==> config.mk <==
export PLATFORM = sky130hd
export DESIGN_NAME = flsa_ram
export DESIGN_NICKNAME = d
export VERILOG_FILES = /design/src/hdl/flsa_ram.sv
export SDC_FILE = /design/constraint.sdc
export NUM_CORES = 1
export LEC_CHECK = 0
export ABC_AREA = 1
export BUFFER_PORTS_ARGS = -buffer_cell sky130_fd_sc_hd__buf_2
export CAP_MARGIN = 10
export CORE_ASPECT_RATIO = 1.1
export CORE_MARGIN = 10
export CORE_UTILIZATION = 60
export DETAILED_ROUTE_END_ITERATION = 8
export PLACE_DENSITY = 0.88
export SETUP_SLACK_MARGIN = 0.02
export SKIP_CTS_REPAIR_TIMING = 1
export SLEW_MARGIN = 20
export SYNTH_ARGS = -nofsm -noshare
export SYNTH_HDL_FRONTEND = slang
export SYNTH_SLANG_ARGS = --single-unit
==> constraint.sdc <==
create_clock -name i_clk -period 2.35 [get_ports i_clk]
set_input_delay 0.3525 -clock i_clk [delete_from_list [all_inputs] [get_ports i_clk]]
set_output_delay 0.3525 -clock i_clk [all_outputs]
set_load 0.01 [all_outputs]
==> src/hdl/flsa_ram.sv <==
// Generic simple dual-port RAM with registered read.
`default_nettype none
module flsa_ram #(
    parameter int unsigned WIDTH = 8,
    parameter int unsigned DEPTH = 16
) (
    input  wire logic                     i_clk,
    input  wire logic                     i_wr_en,
    input  wire logic [$clog2(DEPTH)-1:0] i_wr_addr,
    input  wire logic [WIDTH-1:0]         i_wr_data,
    input  wire logic [$clog2(DEPTH)-1:0] i_rd_addr,
    output logic      [WIDTH-1:0]         o_rd_data
);

    logic [WIDTH-1:0] r_mem [DEPTH];

    always_ff @(posedge i_clk) begin
        if (i_wr_en) begin
            r_mem[i_wr_addr] <= i_wr_data;
        end
        o_rd_data <= r_mem[i_rd_addr];
    end

endmodule
`default_nettype wire

==> results_dict.tcl, run 1 <==
set metrics [dict create \
    die_w_um 113 \
    finalNonFillerCells 709 \
    min_path_type "in -> reg" \
    first_pass_iters 6 \
    start_kind "flip-flop" \
    grt_max_degree 65 \
    wl_per_cell_um 18.8 \
    n_antenna_cell 0 \
    end_kind "primary output" \
    path_cells "buf_2" \
    start_util 0.617 \
    yosys_warnings 0 \
    fp.dieArea_um2 13900 \
    synth_top_family_by_area "simple AND/OR/NAND/NOR gates" \
    yosys.area.top_type_share 0.667 \
    cap_violations 0 \
    required_ns 2.00 \
    grt_pass1_wl_mm 20.9 \
    muxShareOfSynthArea 0 \
    route.met3.wl_mm 1.19 \
    fp-row-count 37 \
    ctsLongestPathBuffers 2 \
    drv_slew 0 \
    vias_per_cell 5.63 \
    rsz0062_at_grt "false" \
    syn_area_um2 5770 \
    slew_headroom 0.459 \
    syn_avg_cell_area_um2 10.5 \
    wl_mm 13.3 \
    cts_tree "yes" \
    synth-compound-area-share 0 \
    antenna_found_initial 0 \
    clkLatencyLatePin_ns 0.54 \
    grt-ovfl-total 0 \
    yosysTopAreaCell "edfxtp_1" \
    clock_skew_ns 0.00700 \
    slowest_delay_ns 0.38 \
    cts_buffers 17 \
    crit_arrival_ns 1.08 \
    grt_usage 0.198 \
    ir_drop_mv 0.664 \
    clock_sinks 136 \
    synthSimpleGateAreaFrac 0.210 \
    dp.cells 677 \
    synth_cell_types 12 \
    tightest_slew_ns 0.808 \
    fmax_mhz 700 \
    path_clk_slew_ns 0.06 \
    ys_ff_latch 136 \
    slowest_stage "dfxtp_1" \
    port_buffers 25 \
    power.density_nw_per_um2 879 \
    setup-tns-final_ns 0 \
    drc 0 \
    top_layer_used "met4" \
    yosysSeqAreaShare 0.694 \
    cts_max_level 4 \
    setup_viol 0 \
    synthTopCellsByArea "edfxtp_1 67%, nand2_1 11%, nand3_1 8.4%" \
    vias 3993 \
    grt_pass1_vias 3974 \
    met2_length_mm 6.65 \
    netlist_instances 551 \
    critPathKind "reg -> out" \
    path_max_fanout 1 \
    syn_nets 569 \
    cts-root-buf "clkbuf_8" \
    status "finished clean" \
    postRouteAntennaNets 0 \
    dp_hpwl_mm 7.64 \
    post-route-period-util 0.608 \
    ios 26 \
    synthAdderAreaFrac 0 \
    core_um2 9350 \
    crit_buf_inv 1 \
    power.leakage_nw 2.86 \
    layout.nets 597 \
    syn_to_final_growth_pct 13.7 \
    path_delay_family "flip-flops" \
    synth-xor-area-share 0 \
    drt-met1-wl_mm 4.88 \
    globalplace.congestion 0.839 \
    die_h_um 123 \
    finalCriticalPeriod_ns 1.43 \
    finalHoldViolCount 0 \
    drtIter0Drc 688 \
    drive_gt1_frac 0.111 \
]
cells in the final DEF (no fill, tap or decap):
| cell | instances |
|---|---|
| nand2_1 | 173 |
| edfxtp_1 | 128 |
| inv_1 | 100 |
| nand3_1 | 97 |
| buf_2 | 25 |
| nor2_1 | 17 |
| clkbuf_16 | 16 |
| dfxtp_1 | 8 |
| clkinv_2 | 6 |
| buf_4 | 6 |
| bufinv_16 | 4 |
| clkinvlp_4 | 3 |
| inv_2 | 2 |
| nand3b_1 | 2 |
| buf_12 | 2 |
| clkbuf_8 | 1 |
| clkbuf_1 | 1 |
| inv_6 | 1 |
final timing paths:
| path | from | end | slack (ns) | cells past startpoint |
|---|---|---|---|---|
| hold / removal | i_rd_addr[3] | o_rd_data[3] | 0.17 | 3 |
| setup reg to reg | r_mem[1][4] | o_rd_data[4] | 1.27 | 6 |
| setup / recovery | o_rd_data[5] | o_rd_data[5] | 0.92 | 1 |
| hold reg to reg | r_mem[6][7] | o_rd_data[7] | 0.70 | 6 |
cells in the mapped netlist:
master    count
buf_4         4
nand3_1      97
inv_1       100
nand3b_1      2
nor2_1       17
inv_2         2
dfxtp_1       8
buf_1         1
buf_2        13
buf_6         6
edfxtp_1    128
nand2_1     173
per-layer routing:
metal / track usage / vias to the layer above
met3: 0.0483 / 67
met5: 0 / -
met1: 0.227 / 1816
met4: 0.120 / 0
li1: - / 1830
met2: 0.328 / 280
area by class of cell:
type,count,area [µm²]
inverter,102,383
sequential,136,4000
timing repair buffer,33,210
clock buffer,18,418
clock inverter,14,181
multi-input combinational,289,1210
tap,117,146
fill,597,2800
power by group:
group	leakage, nW	switching [mW]	internal, mW	total [mW]
sequential	1.22	0.0188	2.71	2.73
combinational	1.34	0.243	0.0936	0.337
clock	0.291	0.984	1.71	2.70
registers in the layout (all words and copies together) (netlist names):
signal     count
r_mem        128
o_rd_data      8
per-stage QoR:
step | total power [mW] | worst slack [ns] | utilization | hold WS (ns) | instance area, µm²
3_3_place_gp | 3.09 | 0.708 | 0.637 | 0.634 | 5960
4_1_cts | 5.76 | 0.948 | 0.701 | 0.155 | 6560
2_1_floorplan | 2.97 | 1.05 | - | 0.451 | 5770
3_5_place_dp | 3.10 | 0.633 | 0.637 | 0.659 | 5960
6_report | 5.76 | 0.921 | 0.701 | 0.167 | 6560
5_1_grt | 5.91 | 0.941 | 0.701 | 0.198 | 6560
worst register-to-register path, delay by kind of cell (launching register included):
family	cells	cell delay [ns]
and+or+nand+nor	5	0.54
DFF	1	0.37
buffers and inverters	1	0.07
logic make-up after synthesis:
family / Yosys count
and+or+nand+nor: 289
DFF: 136
buffers and inverters: 126
(Power assumes the default switching activity.)
==> run 2, diff against run 1 <==
--- a/config.mk
+++ b/config.mk
@@ -10,9 +10,9 @@
 export CAP_MARGIN = 10
 export CORE_ASPECT_RATIO = 1.1
 export CORE_MARGIN = 10
-export CORE_UTILIZATION = 60
+export CORE_UTILIZATION = 55
 export DETAILED_ROUTE_END_ITERATION = 8
-export PLACE_DENSITY = 0.88
+export PLACE_DENSITY = 0.85
 export SETUP_SLACK_MARGIN = 0.02
 export SKIP_CTS_REPAIR_TIMING = 1
 export SLEW_MARGIN = 20
==> constraint.sdc (replaced) <==
create_clock -name i_clk -period 1.2 [get_ports i_clk]
set_input_delay 0.18 -clock i_clk [delete_from_list [all_inputs] [get_ports i_clk]]
set_output_delay 0.18 -clock i_clk [all_outputs]
set_load 0.01 [all_outputs]
==> run 2 against run 1 <==
Sequential power grew 96%; clock skew shrank 0.0018 ns; count of clock-buffer cells in the layout grew 4; hold slack lost 0.030 ns; cell count grew 5.9%; clock power grew 81%; first-iteration DRC count shrank 13%; combinational power grew 110%; worst setup slack lost 0.81 ns; critical endpoint is now o_rd_data[3]; largest cell class unchanged.
==> results_dict.tcl, run 2 (synthesis results as in run 1) <==
set metrics [dict create \
    status "finished clean" \
    path_max_fanout 1 \
    ir_drop_mv 1.16 \
    vias_per_cell 5.43 \
    dp_hpwl_mm 7.71 \
    post-route-period-util 0.905 \
    start_kind "flip-flop" \
    top_layer_used "met4" \
    crit_arrival_ns 0.91 \
    min_from "i_rd_addr[3]" \
    end_kind "primary output" \
    layout.nets 613 \
    wl_per_cell_um 17.7 \
    critPathKind "reg -> out" \
    dp.cells 719 \
    port_buffers 25 \
    clock_skew_ns 0.00519 \
    drtIter0Drc 596 \
    regMostFlops "r_mem" \
    grt_pass1_wl_mm 20.7 \
    ios 26 \
    finish.utilization 0.651 \
    die_h_um 127 \
    grt_pass1_vias 3882 \
    slowest_delay_ns 0.34 \
    layout_commonest_cell "nand2_1" \
    finalCriticalPeriod_ns 1.09 \
    placed_area_um2 6150 \
    route.met3.wl_mm 1.25 \
    cts_tree "yes" \
    fin_area_um2 6710 \
    finalHoldViolCount 0 \
    drv_slew 0 \
    path_cells "buf_2" \
    holdPathStages 3 \
    regToRegStartpoint "r_mem[9][6]" \
    die_w_um 118 \
    n_antenna_cell 0 \
    fp-row-count 39 \
    core_um2 10300 \
    grt_max_degree 65 \
    clkLatencyLatePin_ns 0.42 \
    path_delay_family "flip-flops" \
    final_cell_mix "173 x nand2_1, 128 x edfxtp_1, 100 x inv_1" \
    antenna_found_initial 0 \
    crit_buf_inv 1 \
    min_path_type "in -> reg" \
    cts_buffers 17 \
    postRouteAntennaNets 0 \
    largest_reg_flops 128 \
    cts_max_level 4 \
    worst_slack_ns 0.115 \
    fp.dieArea_um2 15000 \
    fmax_mhz 921 \
    slew_headroom 0.752 \
    grt-ovfl-total 0 \
    rr_worst_depth 6 \
    drt-met1-wl_mm 4.79 \
    pre_cts_ws_ns -0.0378 \
    drive_gt1_frac 0.128 \
    start_util 0.560 \
    required_ns 1.02 \
    power.leakage_nw 2.93 \
    drc 0 \
    cts-root-buf "clkbuf_16" \
    power.density_nw_per_um2 1630 \
    finalNonFillerCells 751 \
    syn_to_final_growth_pct 16.3 \
    met2_length_mm 6.81 \
    slowest_stage "dfxtp_1" \
    clock_sinks 136 \
    first_pass_iters 6 \
    path_clk_slew_ns 0.05 \
    globalplace.congestion 0.835 \
    hold_end "o_rd_data[2]" \
    r2r-end "o_rd_data[6]" \
    cap_violations 0 \
    vias 4080 \
    rsz0062_at_grt "false" \
    setup_viol 0 \
    wl_mm 13.3 \
    ctsLongestPathBuffers 2 \
    r2r_setup_slack_ns 0.13 \
    tightest_slew_ns 0.372 \
    reg.largest.list "r_mem x128, o_rd_data x8" \
    grt_usage 0.178 \
]
run 2: changes by cell type in the layout (fill, tap and decap cells not counted):
| cell | delta |
|---|---|
| buf_12 | +3 |
| buf_4 | +13 |
| bufinv_16 | -2 |
| clkbuf_1 | +3 |
| clkbuf_16 | +1 |
| clkinv_1 | +1 |
| clkinv_2 | -1 |
| clkinvlp_4 | -1 |
| inv_6 | -1 |
run 2: how the worst max path moves through the flow:
stage / start / to / slack (ns) / cells after the start
2_1_floorplan: i_wr_addr[3] / r_mem[4][0] / 0.07 / 2
3_3_place_gp: i_rd_addr[0] / o_rd_data[4] / 0.001 / 7
3_5_place_dp: i_rd_addr[0] / o_rd_data[4] / -0.04 / 7
4_1_cts: o_rd_data[3] / o_rd_data[3] / 0.09 / 1
5_1_grt: r_mem[9][6] / o_rd_data[6] / 0.06 / 6
6_report: o_rd_data[3] / o_rd_data[3] / 0.11 / 1
run 2: per-layer routing:
layer,up-vias,global-route usage
met5,-,0
met2,272,0.310
met4,0,0.0917
met3,50,0.0388
met1,1895,0.204
li1,1863,-
run 2: area by class of cell:
cell class | instances | area (µm²)
repair buffers | 49 | 368
clock buffers | 22 | 454
clock inverters | 10 | 104
fillers | 684 | 3590
flip-flops and latches | 136 | 4000
inverters | 102 | 383
well taps | 143 | 179
multi-input cells | 289 | 1210
run 2: stage by stage:
step	setup TNS, ns	total power, mW	hold slack [ns]
CTS	0	10.9	0.121
detailed placement	-0.0600	6.11	0.554
floorplan	0	5.82	0.279
finish	0	10.9	0.137
global placement	0	6.08	0.546
global route	0	11.2	0.150
run 2: where the power goes:
group	internal [mW]	switching, mW	total, mW	leakage (nW)
Sequential	5.31	0.0344	5.35	1.22
Combinational	0.214	0.482	0.697	1.44
Clock	3.08	1.80	4.88	0.271
Total	8.61	2.32	10.9	2.93
==> run 3, diff against run 2 <==
--- a/config.mk
+++ b/config.mk
@@ -6,13 +6,13 @@
 export NUM_CORES = 1
 export LEC_CHECK = 0
 export ABC_AREA = 1
-export BUFFER_PORTS_ARGS = -buffer_cell sky130_fd_sc_hd__buf_2
+export BUFFER_PORTS_ARGS = -buffer_cell sky130_fd_sc_hd__buf_4
 export CAP_MARGIN = 10
 export CORE_ASPECT_RATIO = 1.1
 export CORE_MARGIN = 10
 export CORE_UTILIZATION = 55
 export DETAILED_ROUTE_END_ITERATION = 8
-export PLACE_DENSITY = 0.85
+export PLACE_DENSITY = 0.75
 export SETUP_SLACK_MARGIN = 0.02
 export SKIP_CTS_REPAIR_TIMING = 1
 export SLEW_MARGIN = 20
==> run 3 against run 2 <==
Via count fell by 0.91%; wire length rose by 2.0%; non-clock buffer count rose by 8; total power rose by 2.4%; sequential cell count did not move; sequential power barely moved; highest routed layer unchanged; first-iteration DRC count fell by 39%; cell count rose by 1.1%; maximum frequency fell by 1.9%; die area did not move; cell area rose by 2.7%; core utilization rose by 1.8 points; critical path type unchanged.
==> results_dict.tcl, run 3 (synthesis results as in run 1) <==
set metrics [dict create \
    vias_per_cell 5.33 \
    path_clk_slew_ns 0.05 \
    power.density_nw_per_um2 1620 \
    globalplace.congestion 0.846 \
    start_util 0.560 \
    post-route-period-util 0.922 \
    wl_per_cell_um 17.8 \
    drive_gt1_frac 0.148 \
    finalHoldViolCount 0 \
    antenna_found_initial 0 \
    cap_violations 0 \
    n_antenna_cell 0 \
    reg.largest.list "r_mem x128, o_rd_data x8" \
    critPathKind "reg -> out" \
    slew_headroom 0.769 \
    cts_buffers 17 \
    cts_max_level 4 \
    core_um2 10300 \
    clkLatencyLatePin_ns 0.42 \
    crit_buf_inv 1 \
    dp_hpwl_mm 8.52 \
    drv_slew 0 \
    end_kind "primary output" \
    clock_sinks 136 \
    fin_area_um2 6890 \
    cts-root-buf "clkbuf_16" \
    totalPowerFinal_mw 11.2 \
    start_kind "flip-flop" \
    grt-ovfl-total 0 \
    placed_area_um2 6290 \
    slowest_delay_ns 0.37 \
    die_h_um 127 \
    regMostFlops "r_mem" \
    grt_pass1_wl_mm 21.4 \
    port_buffers 25 \
    first_pass_iters 5 \
    grt_pass1_vias 4078 \
    slowest_stage "dfxtp_1" \
    finalCriticalPeriod_ns 1.11 \
    drtIter0Drc 363 \
    status "finished clean" \
    path_cells "buf_4" \
    ctsLongestPathBuffers 2 \
    required_ns 1.02 \
    path_delay_family "flip-flops" \
    rsz0062_at_grt "false" \
    tightest_slew_ns 0.346 \
    min_path_type "in -> reg" \
    layout.nets 621 \
    postRouteAntennaNets 0 \
    hold-worst-slack_ns 0.0869 \
    die_w_um 118 \
    layout_commonest_cell "nand2_1" \
    largest_reg_flops 128 \
    final_cell_mix "173 x nand2_1, 128 x edfxtp_1, 100 x inv_1" \
    setup_viol 0 \
    fmax_mhz 904 \
    vias 4043 \
    cts_tree "yes" \
    path_max_fanout 1 \
    ios 26 \
    wl_mm 13.5 \
    drc 0 \
    crit_arrival_ns 0.93 \
    grt_usage 0.184 \
    power.leakage_nw 3.02 \
    grt_max_degree 34 \
    clock_skew_ns 0.00603 \
    ir_drop_mv 1.24 \
    syn_to_final_growth_pct 19.4 \
    fp.dieArea_um2 15000 \
    fp-row-count 39 \
]
[run 3: cell types whose count changed in the layout (fill, tap and decap cells not counted), sizes merged]
cell | before | now
clkbuf | 22 | 20
clkinvlp | 2 | 3
clkinv | 6 | 7
buf | 49 | 57
[run 3: worst reg2reg max path, cell delays in order, from the launching register on]
cell      delay (ns)
edfxtp_1        0.37
inv_1           0.07
nand2_1         0.07
nand3_1         0.08
nand3_1         0.09
nand3_1         0.16
nand2_1         0.08
[run 3: power by group]
part | switching, mW | total [mW] | internal [mW] | leakage [nW]
Combinational | 0.477 | 0.750 | 0.273 | 1.51
Clock | 1.89 | 5.09 | 3.20 | 0.288
Sequential | 0.0360 | 5.35 | 5.31 | 1.22
Total | 2.40 | 11.2 | 8.79 | 3.02
[run 3: metrics by stage]
| stage | instances | TNS (ns) | utilization | worst slack [ns] |
|---|---|---|---|---|
| after global routing | 759 | 0 | 0.669 | 0.0749 |
| after detailed placement | 727 | -0.125 | 0.611 | -0.0978 |
| final | 759 | 0 | 0.669 | 0.0937 |
| after CTS | 759 | 0 | 0.669 | 0.0852 |
| after floorplan | 551 | 0 | - | 0.0692 |
| after global placement | 727 | -0.0202 | 0.611 | -0.0179 |
[run 3: final cells by class]
type / instances / area [µm²]
Sequential cell: 136 / 4000
Fill cell: 743 / 3410
Multi-Input combinational cell: 289 / 1210
Timing Repair Buffer: 57 / 515
Clock buffer: 20 / 467
Inverter: 102 / 383
Tap cell: 143 / 179
Clock inverter: 12 / 125
[run 3: layer usage]
layer | vias to the layer above | track usage | part of all wire
met5 | - | 0 | 0
met4 | 0 | 0.0881 | 0.036
met3 | 43 | 0.0493 | 0.070
met2 | 202 | 0.314 | 0.50
met1 | 1919 | 0.212 | 0.40
li1 | 1879 | - | -
[run 3: worst paths after layout]
path | cells after the start | from | endpoint | slack [ns]
hold reg to reg | 6 | r_mem[2][5] | o_rd_data[5] | 0.70
setup reg to reg | 6 | r_mem[14][1] | o_rd_data[1] | 0.17
hold / removal | 1 | i_wr_data[2] | r_mem[4][2] | 0.09
setup / recovery | 1 | o_rd_data[2] | o_rd_data[2] | 0.09
